[config.mk]
export PLATFORM = sky130hd
export DESIGN_NAME = lsa_free_stack
export DESIGN_NICKNAME = d
export VERILOG_FILES = /design/src/hw/rtl/lease_slot_allocator_defines.svh /design/src/hw/rtl/lsa_pkg.sv /design/src/hw/rtl/lsa_free_stack.sv
export SDC_FILE = /design/constraint.sdc
export NUM_CORES = 1
export LEC_CHECK = 0
export ABC_CLOCK_PERIOD_IN_PS = 2200
export BUFFER_PORTS_ARGS = -buffer_cell sky130_fd_sc_hd__buf_2
export CELL_PAD_IN_SITES_DETAIL_PLACEMENT = 0
export CELL_PAD_IN_SITES_GLOBAL_PLACEMENT = 2
export CORE_UTILIZATION = 50
export CTS_CLUSTER_DIAMETER = 30
export CTS_CLUSTER_SIZE = 8
export DETAILED_ROUTE_END_ITERATION = 8
export GPL_TIMING_DRIVEN = 0
export PLACE_DENSITY_LB_ADDON = 0.25
export SYNTH_ARGS = -nofsm -noshare
export SYNTH_HDL_FRONTEND = slang
export SYNTH_SLANG_ARGS = --single-unit
[constraint.sdc]
create_clock -name clk -period 2.2 [get_ports clk]
set_input_delay 0.44 -clock clk [delete_from_list [all_inputs] [get_ports clk]]
set_output_delay 0.44 -clock clk [all_outputs]
set_load 0.005 [all_outputs]
[src/hw/rtl/lease_slot_allocator_defines.svh]
// Assertion macros shared by the allocator RTL.
// Each macro expects clk and arst_n to be visible where it is used.
`ifndef LEASE_SLOT_ALLOCATOR_DEFINES_SVH
`define LEASE_SLOT_ALLOCATOR_DEFINES_SVH

// Condition that must hold at every clock edge out of reset.
`define LSA_ASSERT_HOLDS(label, cond, msg) \
	label: assert property (@(posedge clk) disable iff (!arst_n) (cond)) else $error(msg);

// Same-cycle implication.
`define LSA_ASSERT_IMPLIES(label, ante, cons, msg) \
	label: assert property (@(posedge clk) disable iff (!arst_n) (ante) |-> (cons)) \
		else $error(msg);

// Next-cycle implication.
`define LSA_ASSERT_NEXT(label, ante, cons, msg) \
	label: assert property (@(posedge clk) disable iff (!arst_n) (ante) |=> (cons)) \
		else $error(msg);

`endif

[src/hw/rtl/lsa_pkg.sv]
package lsa_pkg;

	localparam logic [31:0] LEASE_RESET = 32'd100000;

	typedef enum logic [1:0] {
		MODE_ALLOC = 2'd0,
		MODE_FIND  = 2'd1,
		MODE_TICK  = 2'd2
	} lsa_mode_t;

	// One slot record as held in the slot table.
	typedef struct packed {
		logic [31:0] tag_a;
		logic [31:0] tag_b;
		logic [31:0] start;
	} lsa_slot_rec_t;

	// Port control for a one-write, one-read memory.
	typedef struct packed {
		logic rd;
		logic wr;
	} lsa_mem_ctl_t;

endpackage

[src/hw/rtl/lsa_free_stack.sv]
module lsa_free_stack import lsa_pkg::*; #(
	parameter int NUM_SLOTS = 64,
	localparam int AW = (NUM_SLOTS > 1) ? $clog2(NUM_SLOTS) : 1,
	localparam int IDW = $clog2(NUM_SLOTS + 1)
) (
	input  logic           clk,
	input  logic           arst_n,
	input  lsa_mem_ctl_t   ctl,
	input  logic [AW-1:0]  wr_addr,
	input  logic [IDW-1:0] wr_id,
	input  logic [AW-1:0]  rd_addr,
	output logic [IDW-1:0] rd_id
);

	logic [IDW-1:0]       mem_q [NUM_SLOTS];
	logic [NUM_SLOTS-1:0] written_q;
	logic [IDW-1:0]       rd_data_q;
	logic                 rd_hit_q;
	logic [AW-1:0]        rd_addr_q;

	always_ff @(posedge clk) begin
		if (ctl.wr) begin
			mem_q[wr_addr] <= wr_id;
		end
		if (ctl.rd) begin
			rd_data_q <= mem_q[rd_addr];
		end
	end

	// A read of an entry never pushed to returns its reset ID, one above its position.
	always_ff @(posedge clk or negedge arst_n) begin
		if (!arst_n) begin
			written_q <= '0;
			rd_hit_q  <= 1'b0;
			rd_addr_q <= '0;
		end else begin
			if (ctl.wr) begin
				written_q[wr_addr] <= 1'b1;
			end
			if (ctl.rd) begin
				rd_hit_q  <= written_q[rd_addr];
				rd_addr_q <= rd_addr;
			end
		end
	end

	assign rd_id = rd_hit_q ? rd_data_q : (IDW'(rd_addr_q) + IDW'(1));

endmodule

==> results of run 1 <==
path summary, 6_finish.rpt:
check                                    from            end  slack (ns)
worst max-delay path               wr_addr[1]   mem_q[63][0]       -0.06
worst min-delay path               rd_addr[5]   rd_addr_q[5]        0.19
worst max register to register   mem_q[59][1]   rd_data_q[1]        0.06
worst min register to register  written_q[23]  written_q[23]        0.46
max in group asynchronous              arst_n  written_q[17]        1.28
min in group asynchronous              arst_n  written_q[41]        0.30
final cells by class:
type	instances	area (um^2)	share of cell area, %
Buffer	50	343	1.37
Clock buffer	136	2810	11.2
Clock inverter	54	604	2.42
Inverter	4	15.0	0.0600
Multi-Input combinational cell	433	4960	19.9
Sequential cell	526	15400	61.7
Tap cell	525	657	2.63
Timing Repair Buffer	26	168	0.671
cell families after synthesis:
| group | after synthesis | synth area share, % |
|---|---|---|
| AO/OA/AOI/OAI | 62 | 2.08 |
| XOR/XNOR | 4 | 0.171 |
| adder cells (fa/ha/maj) | 1 | 0.0611 |
| buffers and inverters | 55 | 1.34 |
| flip-flops | 526 | 75.4 |
| multiplexers | 160 | 15.8 |
| AND/OR/NAND/NOR | 206 | 5.12 |
cell usage in the layout, fill, tap and decap left out, types with 6 or more instances in the layout:
| master | Yosys | final |
|---|---|---|
| buf_4 | 5 | 14 |
| nor2_2 | 0 | 16 |
| nor2_1 | 71 | 55 |
| nor3_1 | 7 | 7 |
| clkbuf_1 | 18 | 34 |
| clkinv_2 | 0 | 17 |
| nand2_1 | 19 | 16 |
| clkbuf_16 | 0 | 104 |
| dfrtp_1 | 71 | 71 |
| a211oi_1 | 8 | 6 |
| clkbuf_8 | 0 | 9 |
| clkinv_1 | 0 | 11 |
| or2_2 | 66 | 66 |
| nor2b_1 | 10 | 6 |
| o22ai_2 | 0 | 8 |
| buf_2 | 15 | 31 |
| edfxtp_1 | 455 | 455 |
| mux2i_1 | 21 | 20 |
| clkbuf_2 | 0 | 6 |
| bufinv_16 | 0 | 12 |
| mux2_2 | 9 | 9 |
| o22ai_1 | 33 | 25 |
| clkinvlp_4 | 0 | 10 |
| mux4_2 | 130 | 130 |
| nand3_1 | 13 | 11 |
worst max-delay path, stage by stage:
cell	delay (ns)
clkbuf_1	0.33
nand4_1	0.80
nor2_1	0.91
routing by layer:
layer	wire [um]	track usage (%)	part of all wire (%)
met5	0	0	0
met4	1280	9.33	2.5
met3	4140	6.14	8.0
met2	23100	36.6	45
met1	23200	39.5	45
repair_timing:
item	in CTS	in global routing
setup endpoints to repair	40	138
hold endpoints to repair	23	0
gates resized for setup	35	50
buffers inserted	2	1
pin swaps	0	2
hold buffers	1	0
power groups by stage:
stage	Sequential (uW)	Combinational [uW]	Clock [uW]
5_1_grt	11400	1660	15800
3_5_place_dp	11500	1510	0
4_1_cts	11400	1530	15300
3_3_place_gp	11500	1470	0
6_report	11400	1560	15100
2_1_floorplan	11500	922	0
flip-flops by register name, summed over array words and instances, names as in the netlist:
name,flops
rd_hit_q,1
rd_addr_q,6
rd_data_q,7
mem_q,448
written_q,64
per-stage QoR:
stage	power (uW)	area (um^2)	setup WS (ns)
6_report	28100	25000	-0.0645
3_3_place_gp	13000	21300	-1.27
4_1_cts	28200	24900	-0.0835
3_5_place_dp	13000	21300	-1.34
2_1_floorplan	12400	20500	-0.0209
5_1_grt	28800	25000	-0.162
==> key figures, run 1 <==
Status
  • Violated checks: negative setup slack
  • Status: finished with violations

Setup path
  • R2R depth: 5
  • Worst setup EP type: register
  • Worst Path Arrival: ~2.5 ns
  • Critical path class: input port to register
  • Worst EP required: roughly 2.4 ns
  • Crit Path Max Fanout: 10
  • Crit start category: input port

Final layout
  • Nets: between 1,000 and 1,500
  • Layout cells sized above 1: between 30% and 40%
  • Filler instances: about 2,800
  • Final core occ: slightly above 60%
  • Final Non-Filler Cells: around 1,800
  • Antenna cells: 0
  • Area grow syn2layout: 22.1%

Logic synthesis
  • Net count after synthesis: between 1,000 and 1,500
  • Ranking of synthesized cells by area: edfxtp_1 67%, mux4_2 14%, dfrtp_1 8.7%, or2_2 2.0%, nor2_1 1.3%
  • Most common cell in the netlist: edfxtp_1
  • Synth cell count leaders: 455 x edfxtp_1, 130 x mux4_2, 71 x dfrtp_1, 71 x nor2_1, 66 x or2_2
  • Seq/Total Area, Yosys: roughly three quarters
  • Average size of a mapped cell: about 20 um^2
  • Warnings, synthesis: 0
  • Synthesized flop and latch total: around 530
  • Post-Synthesis Cells: between 1,000 and 1,500
  • Top FF cell, synth: edfxtp_1
  • Mapped cell area: between 20,000 and 25,000 um^2
  • Number of flops mapped to enable cells by yosys: about 460
  • Yosys top cell area share: roughly two thirds
  • Yosys cell types: 37
  • Async S/R FF share, synth: 13.5%
  • Leading area contributor after synthesis: edfxtp_1

Power and ir drop
  • PwrDens: between 1000 and 1500 nW/um^2
  • Switching Fraction: between 20% and 30%
  • Reg power frac: 40.5%
  • Int Pwr: between 20,000 and 25,000 uW
  • Worst VDD drop: 678 uV
  • Power share of the combinational group: 5.6%
  • Clock group share of total power: between 50% and 60%
  • Static leakage: 0.00856 uW
  • Net switching power figure: slightly below 6000 uW

Timing
  • Hold Vio Cnt, Final: 0
  • Period minus WS final: 2.26 ns
  • Worst Max-Slew Pin Slew: 1.41 ns
  • Clk_skew: 0.0162 ns
  • Setup Viol. Count Final: 28
  • RSZ-0062 raised after global routing: yes
  • Final Cycle Share: 103%
  • Worst hold slack: about 0.19 ns
  • Final WS setup: -0.0645 ns
  • Highest clock rate: approximately 440 MHz
  • Setup_tns: -1.13 ns
  • Slew HR: 6.14%
  • Slew Limit Fails: 0

Route
  • Vias per cell: 6.04
  • Via count: ~11,000
  • 1st-iter DRT viols: 1,021
  • Routed Wire Length: 51.8 mm
  • Final ANT Viol Nets: 0
  • First-pass DRT Iterations: 5
  • DR WL/cell: roughly 30 um
  • DRC: 0

Floorplan
  • Core footprint: roughly 40,000 um^2
  • Die Area: between 40,000 and 50,000 um^2
  • # IOs: 30
  • Initial Util: between 50% and 60%
  • Std-Cell Rows: between 70 and 80
  • Die width: 204 um
  • Die Ht: 204 um

GRT
  • Vias in the first global route: about 11,000
  • Initial antenna violation count: 0
  • Gr usage total: between 20% and 30%
  • Remaining global-route overflow: 0
  • Largest net degree at the start of global routing: 65
  • First-pass GRT wire length: 74.7 mm

Min path
  • Hold crit path type: input port to register
  • WHS Path Cells: 3

Place
  • Port bufs: 21
  • HPWL Detailed: between 30 and 40 mm
  • Placed Cells incl. Taps: about 1,600
  • Global placement routability congestion: ~0.83

Clock tree
  • TritonCTS clock tree: done
  • Clock transition at path regs: ~0.050 ns
  • CTS root buf: clkbuf_16
  • H-tree levels: 3
  • Clock Latency Late Sink: between 0.6 and 0.7 ns
  • CTS max path bufs: 3
  • TritonCTS Buffers: slightly above 100
  • Clock Sinks: about 530

Flow run
  • Max Cap Viol: 0
No activity file was read; power rests on OpenSTA's default activity.
==> inputs of run 2 (changes only) <==
ABC_CLOCK_PERIOD_IN_PS = 2700   (was 2200)
CORE_UTILIZATION = 53   (was 50)
GPL_TIMING_DRIVEN = unset   (was 0)
clock period = 2.7 ns   (was 2.2 ns; I/O delays follow)
==> run 2 against run 1 <==
  * The flow now finishes without violations
  * Total power decreased by 16%
  * Critical path depth increased by 2
  * Register-to-register slack improved by 0.40 ns
  * Clock-buffer cell count decreased by 1
  * Routed wire length decreased by 5.9%
  * Setup slack improved by 0.42 ns
  * Die area decreased by 5.6%
  * Worst hold slack improved by 0.074 ns
  * Critical path type is now register to output pin
  * Largest cell class unchanged
==> key figures, run 2 (synthesized netlist as in run 1, its figures left out) <==
Final layout
  • Layout cells sized above 1: 40.9% (+2.2 points)
  • Top Registers: mem_q (448), written_q (64), rd_data_q (7)
  • Nets: 1,269 (+8.7%)
  • Area grow syn2layout: 26.8%
  • Antenna cells: 0 (unchanged)
  • Filler instances: 2,434 (-12%)
  • Final non-filler cell area: 26,000 um^2 (+3.8%)
  • Reg with most FFs: mem_q
  • Max FFs per register: 448 (unchanged)
  • Final core occ: 68.6% (+6.2 points)
  • Commonest cells after routing, fill and taps aside: 455 x edfxtp_1, 134 x buf_4, 130 x mux4_2
  • Most common cell after layout, fill and taps aside: edfxtp_1

Floorplan
  • Die Ht: 199 um (-2.8%)
  • Initial Util: 54.1% (+3.0 points)
  • Die Area: 39,400 um^2 (-5.6%)
  • Core footprint: 37,800 um^2 (-5.6%)
  • Die width: 199 um (-2.8%)
  • Std-Cell Rows: 71 (-2.7%)
  • # IOs: 30 (unchanged)

Setup path
  • Critical path class: register to output pin
  • Crit start category: register
  • Worst Path Arrival: 1.80 ns (-0.69 ns)
  • Crit Path Max Fanout: 4 (-6)
  • Worst setup EP type: output pin
  • Worst EP required: 2.16 ns (-0.26 ns)

Timing
  • Hold Vio Cnt, Final: 0 (unchanged)
  • RSZ-0062 raised after global routing: no
  • Clk_skew: 0.0195 ns (+0.00332 ns)
  • Worst Max-Slew Pin Slew: 0.985 ns (-0.423 ns)
  • Period minus WS final: ~2.3 ns
  • Slew HR: 34.4% (+28 points)
  • Highest clock rate: 427 MHz
  • Setup Viol. Count Final: 0 (-100%)
  • Final Cycle Share: 86.7%
  • Slew Limit Fails: 0 (unchanged)
  • Worst hold slack: 0.262 ns (+0.0737 ns)

Clock tree
  • CTS max path bufs: 3 (unchanged)
  • # hold bufs at CTS: 1 (unchanged)
  • TritonCTS clock tree: done
  • TritonCTS Buffers: 103 (+0.98%)
  • Post CTS Setup Buffer Count: 0 (-2)
  • Clock Sinks: 526 (unchanged)
  • Clock transition at path regs: 0.05 ns (about the same)
  • H-tree levels: 3 (unchanged)
  • CTS root buf: clkbuf_16
  • PostCTS Resize Cnt: 0 (-100%)
  • Clock Latency Late Sink: 0.64 ns (+0.03 ns)

Min path
  • Hold crit path type: input port to register

Route
  • First-pass DRT Iterations: 5 (unchanged)
  • DR WL/cell: 26.4 um (-10%)
  • Vias per cell: 5.85 (-3.1%)
  • Routed Wire Length: 48.7 mm (-5.9%)
  • DRC: 0 (unchanged)
  • Final ANT Viol Nets: 0 (unchanged)
  • 1st-iter DRT viols: 988 (-3.2%)
  • Via count: 10,800 (+1.8%)

GRT
  • Largest net degree at the start of global routing: 65 (unchanged)
  • Vias in the first global route: 11,200 (+4.4%)
  • Gr usage total: 26.0% (+0.048 points)
  • Initial antenna violation count: 0 (unchanged)
  • Remaining global-route overflow: 0 (unchanged)
  • First-pass GRT wire length: 72.4 mm (-3.1%)

Power and ir drop
  • Static leakage: 0.00928 uW (+8.4%)
  • Overall Power: 23,700 uW (-16%)
  • PwrDens: 911 nW/um^2 (-19%)
  • Worst VDD drop: 592 uV (-13%)

Flow run
  • Max Cap Viol: 0 (unchanged)

Place
  • Port bufs: 29 (+38%)
  • HPWL Detailed: 31.1 mm (-4.0%)
  • Cell Area, Placed: 22,300 um^2 (+4.6%)
  • Global placement routability congestion: 0.816 (-2.0%)

Status
  • Status: completed
run 2: metrics by stage:
step | std cells | worst slack, ns | TNS (ns)
4_1_cts | 1844 | 0.348 | 0
3_3_place_gp | 1650 | -0.127 | -0.644
3_5_place_dp | 1650 | -0.141 | -0.636
6_report | 1844 | 0.360 | 0
5_1_grt | 1844 | 0.234 | 0
2_1_floorplan | 1014 | 0.264 | 0
run 2: per-layer routing:
metal	vias up	global-route usage [%]	wire, um
li1	4623	-	-
met1	5595	38.6	21200
met2	497	39.0	22800
met3	73	5.07	3750
met4	0	8.77	990
met5	-	0	0
run 2: area by class of cell:
class,instances,area [um^2],area share [%]
multi-input combinational,433,4760,18.3
tap,511,639,2.46
timing repair buffer,177,1460,5.62
clock inverter,58,855,3.29
sequential,526,15400,59.5
clock buffer,135,2790,10.7
inverter,4,15.0,0.0578
run 2: critical path, cell delays in order, from the launching register on:
cell	delay, ns
dfrtp_1	0.40
and3_1	0.22
nand3_1	0.10
xnor2_1	0.13
o21ai_0	0.18
buf_2	0.15
run 2: final timing paths:
| kind | cells after the start | from | endpoint | slack, ns |
|---|---|---|---|---|
| max | 5 | rd_addr_q[2] | rd_id[5] | 0.36 |
| min | 1 | wr_id[4] | mem_q[27][4] | 0.26 |
| max reg2reg | 5 | mem_q[59][3] | rd_data_q[3] | 0.46 |
| min reg2reg | 1 | written_q[37] | written_q[37] | 0.46 |
| max in group asynchronous | 3 | arst_n | written_q[50] | 1.63 |
| min in group asynchronous | 2 | arst_n | rd_addr_q[3] | 0.43 |
run 2: report_power, final:
group	switching (uW)	internal, uW	total [uW]
clock network	4140	8980	13100
registers	157	9120	9280
logic	629	617	1250
